--- config.mk ---
export PLATFORM = sky130hd
export DESIGN_NAME = player_transport_controller
export DESIGN_NICKNAME = d
export VERILOG_FILES = /design/src/rtl/core/ptc_pkg.sv /design/src/rtl/core/ptc_cfg_regs.sv /design/src/rtl/core/ptc_engine.sv /design/src/rtl/core/player_transport_controller.sv
export SDC_FILE = /design/constraint.sdc
export NUM_CORES = 1
export LEC_CHECK = 0
export BUFFER_PORTS_ARGS = -buffer_cell sky130_fd_sc_hd__buf_2
export CORE_ASPECT_RATIO = 1.2
export CORE_UTILIZATION = 58
export CTS_CLUSTER_DIAMETER = 150
export DETAILED_ROUTE_END_ITERATION = 16
export PLACE_DENSITY = 0.77
export RECOVER_POWER = 25
export SYNTH_ARGS = -nofsm -noshare
export SYNTH_HDL_FRONTEND = slang
export SYNTH_SLANG_ARGS = --single-unit
--- constraint.sdc ---
create_clock -name i_clk -period 9.4 [get_ports i_clk]
set_clock_uncertainty 0.15 [all_clocks]
set_input_delay 1.88 -clock i_clk [delete_from_list [all_inputs] [get_ports i_clk]]
set_output_delay 1.88 -clock i_clk [all_outputs]
set_load 0.005 [all_outputs]
--- src/rtl/core/ptc_pkg.sv ---
// ptc_pkg: shared types, codes and constants for the player transport controller.
// No dependencies; imported by every module of the block.
package ptc_pkg;

    localparam int CMD_LENGTH = 4;
    localparam int RX_CNT_W   = $clog2(CMD_LENGTH + 1);

    localparam logic [RX_CNT_W-1:0] CMD_LEN_C   = RX_CNT_W'(CMD_LENGTH);
    localparam logic [RX_CNT_W-1:0] RX_CNT_ONE  = RX_CNT_W'(1);
    localparam logic [RX_CNT_W-1:0] RX_CNT_TWO  = RX_CNT_W'(2);

    localparam logic [7:0] CH_P  = 8'h50;
    localparam logic [7:0] CH_A  = 8'h41;
    localparam logic [7:0] CH_L  = 8'h4C;
    localparam logic [7:0] CH_NL = 8'h0A;

    localparam logic [15:0] HOLD_MAX = 16'hFFFF;

    localparam int         SEC_PER_MIN = 60;
    localparam logic [5:0] CLK_LAST    = 6'(SEC_PER_MIN - 1);

    localparam logic [7:0]  TPS_RESET   = 8'd100;
    localparam logic [15:0] SHORT_RESET = 16'd30;
    localparam logic [15:0] LONG_RESET  = 16'd100;

    // configuration register indexes
    localparam logic [1:0] CFG_TPS   = 2'd0;
    localparam logic [1:0] CFG_SHORT = 2'd1;
    localparam logic [1:0] CFG_LONG  = 2'd2;

    typedef enum logic [1:0] {
        ACT_TICK = 2'd0,
        ACT_BYTE = 2'd1,
        ACT_BTN1 = 2'd2,
        ACT_BTN2 = 2'd3
    } t_action;

    // press classes; report code is button base plus class
    localparam logic [1:0] CLS_SHORT  = 2'd1;
    localparam logic [1:0] CLS_MEDIUM = 2'd2;
    localparam logic [1:0] CLS_LONG   = 2'd3;

    localparam logic [2:0] REP_NONE      = 3'd0;
    localparam logic [2:0] BTN_ONE_BASE  = 3'd0;
    localparam logic [2:0] BTN_TWO_BASE  = 3'd3;

    typedef struct packed {
        logic [7:0]  ticks_per_second;
        logic [15:0] short_limit;
        logic [15:0] long_limit;
    } t_cfg;

    typedef struct packed {
        t_action    action;
        logic [7:0] rx_byte;
        logic       pressed;
    } t_item;

    typedef struct packed {
        logic [5:0] minutes;
        logic [5:0] seconds;
        logic       running;
        logic [2:0] report_code;
        logic       time_changed;
    } t_result;

endpackage

--- src/rtl/core/ptc_cfg_regs.sv ---
// ptc_cfg_regs: configuration register file (tick prescale and press limits).
// Depends on ptc_pkg.
module ptc_cfg_regs
    import ptc_pkg::*;
(
    input  logic        i_clk,
    input  logic        i_rst_n,
    input  logic        i_cfg_we,
    input  logic [1:0]  i_cfg_index,
    input  logic [15:0] i_cfg_wdata,
    output t_cfg        o_cfg
);

    t_cfg r_cfg;
    t_cfg n_cfg;

    always_comb begin
        n_cfg = r_cfg;
        if (i_cfg_we) begin
            unique case (i_cfg_index)
                CFG_TPS:   n_cfg.ticks_per_second = i_cfg_wdata[7:0];
                CFG_SHORT: n_cfg.short_limit      = i_cfg_wdata;
                CFG_LONG:  n_cfg.long_limit       = i_cfg_wdata;
                default:   n_cfg = r_cfg;
            endcase
        end
    end

    always_ff @(posedge i_clk) begin
        if (!i_rst_n) begin
            r_cfg.ticks_per_second <= TPS_RESET;
            r_cfg.short_limit      <= SHORT_RESET;
            r_cfg.long_limit       <= LONG_RESET;
        end else begin
            r_cfg <= n_cfg;
        end
    end

    assign o_cfg = r_cfg;

endmodule

--- src/rtl/core/ptc_engine.sv ---
// ptc_engine: play clock, command buffer and button hold state with the
// single-pass update for one item. Depends on ptc_pkg.
module ptc_engine
    import ptc_pkg::*;
(
    input  logic    i_clk,
    input  logic    i_rst_n,
    input  logic    i_fire,
    input  t_item   i_item,
    input  t_cfg    i_cfg,
    output t_result o_result
);

    logic [RX_CNT_W-1:0] r_rx_count, n_rx_count;
    logic [7:0]          r_first_char, n_first_char;
    logic [7:0]          r_second_char, n_second_char;
    logic [7:0]          r_prescale, n_prescale;
    logic [5:0]          r_sec, n_sec;
    logic [5:0]          r_min, n_min;
    logic                r_run, n_run;
    logic                r_held1, n_held1;
    logic                r_held2, n_held2;
    logic [15:0]         r_hold1, n_hold1;
    logic [15:0]         r_hold2, n_hold2;

    logic [2:0]  report;
    logic        changed;
    logic [7:0]  pre_inc;
    logic        stored;
    logic [15:0] hold_sel;
    logic [1:0]  cls;

    always_comb begin
        n_rx_count    = r_rx_count;
        n_first_char  = r_first_char;
        n_second_char = r_second_char;
        n_prescale    = r_prescale;
        n_sec         = r_sec;
        n_min         = r_min;
        n_run         = r_run;
        n_held1       = r_held1;
        n_held2       = r_held2;
        n_hold1       = r_hold1;
        n_hold2       = r_hold2;
        report        = REP_NONE;
        changed       = 1'b0;
        pre_inc       = r_prescale + 8'd1;
        stored        = (i_item.rx_byte != 8'd0) && (r_rx_count < CMD_LEN_C);
        hold_sel      = (i_item.action == ACT_BTN1) ? r_hold1 : r_hold2;

        if (hold_sel < i_cfg.short_limit) begin
            cls = CLS_SHORT;
        end else if (hold_sel < i_cfg.long_limit) begin
            cls = CLS_MEDIUM;
        end else begin
            cls = CLS_LONG;
        end

        unique case (i_item.action)
            ACT_TICK: begin
                if (r_held1 && r_hold1 != HOLD_MAX) n_hold1 = r_hold1 + 16'd1;
                if (r_held2 && r_hold2 != HOLD_MAX) n_hold2 = r_hold2 + 16'd1;
                if (r_run) begin
                    if (pre_inc < i_cfg.ticks_per_second) begin
                        n_prescale = pre_inc;
                    end else begin
                        n_prescale = 8'd0;
                        changed    = 1'b1;
                        if (r_sec == CLK_LAST) begin
                            n_sec = 6'd0;
                            n_min = (r_min == CLK_LAST) ? 6'd0 : r_min + 6'd1;
                        end else begin
                            n_sec = r_sec + 6'd1;
                        end
                    end
                end
            end
            ACT_BYTE: begin
                if (stored) begin
                    if (r_rx_count == '0)        n_first_char  = i_item.rx_byte;
                    if (r_rx_count == RX_CNT_ONE) n_second_char = i_item.rx_byte;
                    n_rx_count = r_rx_count + RX_CNT_ONE;
                end
                if (n_rx_count == RX_CNT_TWO && n_first_char == CH_P &&
                    (n_second_char == CH_A || n_second_char == CH_L)) begin
                    n_run         = (n_second_char == CH_L);
                    n_rx_count    = '0;
                    n_first_char  = 8'd0;
                    n_second_char = 8'd0;
                end else if (n_rx_count == CMD_LEN_C || i_item.rx_byte == CH_NL) begin
                    if (n_rx_count == CMD_LEN_C) begin
                        n_sec = 6'd0;
                        n_min = 6'd0;
                    end
                    n_rx_count    = '0;
                    n_first_char  = 8'd0;
                    n_second_char = 8'd0;
                end
            end
            ACT_BTN1, ACT_BTN2: begin
                if (i_item.pressed) begin
                    if (i_item.action == ACT_BTN1) begin
                        n_held1 = 1'b1;
                        n_hold1 = 16'd0;
                    end else begin
                        n_held2 = 1'b1;
                        n_hold2 = 16'd0;
                    end
                end else begin
                    if (i_item.action == ACT_BTN1) begin
                        n_held1 = 1'b0;
                        report  = BTN_ONE_BASE + {1'b0, cls};
                    end else begin
                        n_held2 = 1'b0;
                        report  = BTN_TWO_BASE + {1'b0, cls};
                    end
                    if (cls == CLS_SHORT) begin
                        n_sec = 6'd0;
                        n_min = 6'd0;
                        n_run = 1'b1;
                    end else if (cls == CLS_LONG) begin
                        // long press: button one plays, button two pauses
                        n_run = (i_item.action == ACT_BTN1);
                    end
                end
            end
            default: begin
                report = REP_NONE;
            end
        endcase
    end

    always_ff @(posedge i_clk) begin
        if (!i_rst_n) begin
            r_rx_count    <= '0;
            r_first_char  <= 8'd0;
            r_second_char <= 8'd0;
            r_prescale    <= 8'd0;
            r_sec         <= 6'd0;
            r_min         <= 6'd0;
            r_run         <= 1'b0;
            r_held1       <= 1'b0;
            r_held2       <= 1'b0;
            r_hold1       <= 16'd0;
            r_hold2       <= 16'd0;
        end else if (i_fire) begin
            r_rx_count    <= n_rx_count;
            r_first_char  <= n_first_char;
            r_second_char <= n_second_char;
            r_prescale    <= n_prescale;
            r_sec         <= n_sec;
            r_min         <= n_min;
            r_run         <= n_run;
            r_held1       <= n_held1;
            r_held2       <= n_held2;
            r_hold1       <= n_hold1;
            r_hold2       <= n_hold2;
        end
    end

    assign o_result.minutes      = n_min;
    assign o_result.seconds      = n_sec;
    assign o_result.running      = n_run;
    assign o_result.report_code  = report;
    assign o_result.time_changed = changed;

endmodule

--- src/rtl/core/player_transport_controller.sv ---
// player_transport_controller: top level with input and result registers.
// Depends on ptc_pkg, ptc_cfg_regs and ptc_engine.
//
// Accepts one transaction per cycle (tick, received byte or button edge) while
// o_in_stall is low and returns exactly one result per transaction: the play
// clock after the item, the running flag, a press report code and a one-second
// flag. An accepted item is held in the input register; the state update and
// the result are computed in one pass and land in the result register.
// Sustained rate is one item per cycle when the output is not stalled, set by
// the state update loop. Both registers hold under output stall; input stall
// rises only when both are full and the result is stalled. Configuration
// writes take effect on the next cycle.
module player_transport_controller
    import ptc_pkg::*;
(
    input  logic        i_clk,
    input  logic        i_rst_n,
    input  logic        i_in_valid,
    output logic        o_in_stall,
    input  logic [1:0]  i_action,
    input  logic [7:0]  i_rx_byte,
    input  logic        i_pressed,
    output logic        o_out_valid,
    input  logic        i_out_stall,
    output logic [5:0]  o_minutes,
    output logic [5:0]  o_seconds,
    output logic        o_running,
    output logic [2:0]  o_report_code,
    output logic        o_time_changed,
    input  logic        i_cfg_we,
    input  logic [1:0]  i_cfg_index,
    input  logic [15:0] i_cfg_wdata
);

    t_cfg    cfg;
    t_result eng_result;

    logic    r_in_valid;
    t_item   r_item;
    logic    r_out_valid;
    t_result r_result;
    logic    advance;
    logic    fire;
    logic    in_load;

    assign advance    = !r_out_valid || !i_out_stall;
    assign fire       = r_in_valid && advance;
    // input register takes a new item when empty or when its item moves on
    assign in_load    = advance || !r_in_valid;
    assign o_in_stall = !in_load;

    ptc_cfg_regs u_cfg (
        .i_clk       (i_clk),
        .i_rst_n     (i_rst_n),
        .i_cfg_we    (i_cfg_we),
        .i_cfg_index (i_cfg_index),
        .i_cfg_wdata (i_cfg_wdata),
        .o_cfg       (cfg)
    );

    ptc_engine u_engine (
        .i_clk    (i_clk),
        .i_rst_n  (i_rst_n),
        .i_fire   (fire),
        .i_item   (r_item),
        .i_cfg    (cfg),
        .o_result (eng_result)
    );

    always_ff @(posedge i_clk) begin
        if (!i_rst_n) begin
            r_in_valid  <= 1'b0;
            r_out_valid <= 1'b0;
        end else begin
            if (in_load) begin
                r_in_valid  <= i_in_valid;
            end
            if (advance) begin
                r_out_valid <= r_in_valid;
            end
        end
    end

    always_ff @(posedge i_clk) begin
        if (in_load) begin
            r_item.action  <= t_action'(i_action);
            r_item.rx_byte <= i_rx_byte;
            r_item.pressed <= i_pressed;
        end
        if (fire) begin
            r_result <= eng_result;
        end
    end

    assign o_out_valid    = r_out_valid;
    assign o_minutes      = r_result.minutes;
    assign o_seconds      = r_result.seconds;
    assign o_running      = r_result.running;
    assign o_report_code  = r_result.report_code;
    assign o_time_changed = r_result.time_changed;

endmodule
# == Word-level counts from Yosys, hierarchy flattened ==
# Index checks and enable logic that the tools add are counted.
# classes
addsub,7
n_lt_le_gt_ge,4
n_eq_ne,23
n_mux,58
bitwise,2
reduce_logical,32
# op_table
cell,n
16-bit two-way mux,7
6-bit two-way mux,17
8-bit two-way mux,11
16-bit case mux with 2 select lines,2
6-bit case mux with 3 select lines,2
16-bit by 1-bit adder with 16-bit output (second input constant),2
16-bit less-than comparator,2
16-bit != test (second input constant),2
8-bit by 7-bit == test with 1-bit output (second input constant),3
6-bit by 1-bit adder with 6-bit output (second input constant),2
6-bit == test (second input constant),2
1-bit two-way mux,12
3-bit two-way mux,4
2-bit AND reduction,5
5-bit AND reduction,2
3-bit AND reduction,3
8-bit by 1-bit adder with 8-bit output (second input constant),1
2-bit == test (second input constant),4
8-bit by 4-bit == test with 1-bit output (second input constant),1
8-bit less-than comparator,1
8-bit nonzero test,1
2-bit by 1-bit == test with 1-bit output (second input constant),3
1-bit logical AND,6
2-bit by 1-bit != test with 1-bit output (second input constant),3
17 further kinds,28
# totals
regBits,144
in_bits,34
out_inout_bits,19
word_cells,151

# == Depth between registers and ports, before layout ==
# logic_depth
depth_word,10
mapped_depth,15
ltp_nobuf,13

# == Hierarchy ==
# A second synthesis with hierarchy kept.
# unflattened
cells_unflattened,943
area_unflattened_um2,8285.4
# modules_own_cells
mod,n_inst,cells_per_inst,area_per_inst_um2
ptc_engine,1,751,5795.6
ptc_cfg_regs,1,156,1567.8
player_transport_controller,1,36,922.1

# == Worst setup path before layout ==
# No wires, ideal clock.
# synth_path
path_kind,input port to output port
startpoint,input port i_out_stall
endpoint,output port o_in_stall
arrival_ns,2.363
required_time_ns,7.370
path_slack_ns,5.007
path_stages,2
n_path_buf,0
path_cell_list,nand3_1 inv_1
# synth_via
elab_chain_cells,4
# synth_lines
item,line_no,source
from (decl),player_transport_controller.sv:24,"input logic i_out_stall,"
1-bit zero test,player_transport_controller.sv:46,assign advance = !r_out_valid || !i_out_stall;
1-bit logical OR,player_transport_controller.sv:46,
1-bit logical OR,player_transport_controller.sv:49,assign in_load = advance || !r_in_valid;
1-bit zero test,player_transport_controller.sv:50,assign o_in_stall = !in_load;
to (decl),player_transport_controller.sv:19,"output logic o_in_stall,"
# Every way passes these cells.

==> reports/metrics.yaml <==
finish:
  syn_to_final_growth_pct: 11.2
  final_cells: 1152
  finalNetCount: 1050
  drive_above_1_share_pct: 10.9
  fillers: 1144
  n_antenna_cell: 0
logic_synthesis:
  yosysSeqAreaShare_pct: 39.7
  synth_compound_area_share_pct: 18.8
  synth_fa_ha_area_share_pct: 7.07
  syn_area_per_cell_um2: 8.44
  synth_xor_xnor_area_share_pct: 3.30
  synth_nets: 1023
  ys_types: 85
  yosys.area_share.simple_pct: 25.0
  ys_async_sr_fraction_pct: 0
  synth_flop_cell: "dfxtp_1"
  synth-seq-cells: 144
  synth_top_family_by_area: "simple AND/OR/NAND/NOR gates"
  syn_area_mm2: 0.00796
  synth_edf_count: 28
  synth_mux_area_share_pct: 1.19
  synth_warnings: 0
  synthCells: 944
detailed_routing:
  drc: 0
  drt-initial-drc-count: 365
  vias_per_cell: 5.88
  wl_per_cell_um: 15.8
  wl_mm: 18.2
  num_vias: 6771
  firstDrtPassIters: 5
  ant_nets: 0
status:
  failed_checks: "max-capacitance violations, max-slew violations"
  status: "finished, violations left"
sta:
  final.period_utilization_pct: 58.6
  tns_ns: 0
  final_hold_viol_count: 0
  period_needed_ns: 5.51
  rsz0062_at_grt: "no"
  setup-violations-final: 0
  fmax_ghz: 0.182
  max_slew_margin_pct: -114
  tightest_slew_ns: 3.20
  drv_slew: 85
worst_setup_path:
  crit_arrival_ns: 5.69
  critical_path_class: "in2reg"
  critPathLaunch: "i_rst_n"
  cp_data_required_time_ns: 9.58
  cp-endpoint: "u_engine.r_hold1[13]"
  timing.rr.end: "u_engine.r_min[0]"
  r2r-start: "r_item[10]"
  reg2reg_slack_ns: 4.57
  crit_path_start_kind: "input port"
  crit_fanout: 84
  rr_worst_depth: 11
  end_kind: "flop"
power:
  seq_power_share_pct: 46.0
  clkPwrFrac_pct: 48.0
  cell_internal_pwr_uw: 1090
  p_comb_share_pct: 6.0
  p_leak_uw: 0.00340
  p_sw_share_pct: 24.0
  ir_drop_v: 0.000135
  p_total_uw: 1430
  powerDensity_mw_per_mm2: 162
  p_sw_uw: 343
min_path:
  hold_depth: 2
  min_path_type: "reg2reg"
place:
  hpwl_mm: 12.7
  io_buffers: 52
  dp.cells: 1120
  place_congestion: 0.952
global_routing:
  grt_pass1_vias: 6423
  grt_max_degree: 85
  grt_pass1_wl_mm: 30.3
  grtUsageTotal_pct: 27.3
  antenna_found_initial: 0
  grt-ovfl-total: 0
run:
  maxCapViolations: 1
clock_network:
  insertion_delay_ns: 0.43
  cts_tree: "done"
  clk_pin_slew_ns: 0.06
  cts_setup_buffers: 0
  cts_sinks: 144
  cts_max_level: 4
  cts_resized: 0
  cts_hold_buf: 0
  cts_max_path_buffers: 2
  cts_buffers: 17
  cts-root-buf: "clkbuf_16"
floorplanning:
  ios: 53
  die_w_um: 109
  fp-row-count: 46
  dieArea_mm2: 0.0142
  dieHeight_um: 130
  start_util_pct: 59.9
  core_mm2: 0.0133
[flip-flops by register name (all words and copies together), names as in the netlist]
signal	flops
u_engine.r_rx_count	3
o_running	1
u_engine.r_prescale	8
o_minutes	6
r_item	11
u_cfg.o_cfg	40
u_engine.r_held2	1
u_engine.r_min	6
u_engine.r_first_char	8
o_out_valid	1
o_report_code	3
u_engine.r_hold1	16
u_engine.r_hold2	16
u_engine.r_second_char	8
o_time_changed	1
u_engine.r_run	1
o_seconds	6
u_engine.r_sec	6
u_engine.r_held1	1
r_in_valid	1
[per-layer routing]
| metal | vias to the layer above | track usage (%) | wire [µm] |
|---|---|---|---|
| met4 | 0 | 13.7 | 541 |
| met1 | 3144 | 31.7 | 7670 |
| met2 | 185 | 48.2 | 9110 |
| met5 | - | 0 | 0 |
| met3 | 43 | 4.55 | 821 |
| li1 | 3399 | - | - |
[worst min path at each step]
stage                     slack (ns)                   endpoint                 startpoint
after detailed placement        0.31            u_cfg.o_cfg[24]            u_cfg.o_cfg[24]
after global placement          0.30  u_engine.r_second_char[6]  u_engine.r_second_char[6]
after floorplan                 0.29  u_engine.r_second_char[6]  u_engine.r_second_char[6]
final                           0.32            u_cfg.o_cfg[24]            u_cfg.o_cfg[24]
after global routing            0.34   u_engine.r_first_char[2]   u_engine.r_first_char[2]
after CTS                       0.32            u_cfg.o_cfg[12]            u_cfg.o_cfg[12]
[power groups by stage]
stage / combinational [µW] / clock, µW / sequential (µW)
global route: 95.9 / 720 / 659
CTS: 85.0 / 694 / 657
global placement: 83.3 / 0 / 670
finish: 85.8 / 687 / 657
detailed placement: 84.3 / 0 / 670
floorplan: 60.8 / 0 / 665
[layout make-up]
| class | instances | area (µm²) | share of cell area, % |
|---|---|---|---|
| tap | 168 | 210 | 2.37 |
| clock inverter | 14 | 154 | 1.74 |
| inverter | 49 | 184 | 2.08 |
| multi-input combinational | 703 | 4410 | 49.8 |
| sequential | 144 | 3160 | 35.7 |
| timing repair buffer | 56 | 282 | 3.18 |
| clock buffer | 18 | 450 | 5.09 |
[critical path: stages]
cell and delay [ns]:
buf_2 0.07, clkbuf_1 2.24, nand2_1 1.08, a21oi_1 0.37
[per-stage QoR]
step	worst slack, ns	cell area [µm²]	util [%]	hold WS, ns
2_1_floorplan	5.01	7960	-	0.289
3_3_place_gp	4.56	8260	62.1	0.301
3_5_place_dp	4.55	8260	62.1	0.309
6_report	3.89	8850	66.6	0.317
5_1_grt	3.36	8850	66.6	0.344
4_1_cts	4.55	8860	66.6	0.318
[Yosys cell counts (all sizes together) (10+ instances only)]
library cell	count	share of area [%]
a22oi	12	1.1
nand4	18	1.4
nand2	161	7.6
o21ai	46	3.0
o211ai	13	1.2
nor2b	32	2.5
clkbuf	40	1.9
inv	49	2.3
nor3	16	1.1
ha	45	7.1
dfxtp	116	29
or3	10	0.79
a22o	13	1.4
a21oi	41	2.6
nand3	41	2.6
xor2	20	2.2
a21boi	39	3.7
xnor2	10	1.1
edfxtp	28	11
nor2	65	3.2
and3	13	1.1
[placed cells by master, fill, tap and decap left out, drive strengths merged, types with 4 or more instances in the layout]
cell type	netlist	routed
o211ai	13	13
nor2	65	65
o21a	5	5
xnor2	10	10
edfxtp	28	28
mux2	4	4
nand2	161	161
nor3	16	16
nand3b	5	5
mux2i	5	5
a211oi	5	5
o21ai	46	46
inv	49	54
or3	10	10
a22o	13	13
a21boi	39	39
nor3b	5	5
nand3	41	41
nand4	18	18
ha	45	45
nor4	6	6
clkbuf	40	23
nor2b	32	32
buf	8	51
and3	13	13
xor2	20	20
and2	9	9
clkinv	0	6
and4	5	5
nand2b	8	8
a21oi	41	41
a22oi	12	12
dfxtp	116	116
[cells by family after synthesis]
family	count (synthesis)
mux	9
flops	144
buf+inv	97
simple gates	406
compound gates	213
fa+ha+maj	45
xor+xnor	30
Note: power is estimated with default switching activity, not from simulation.
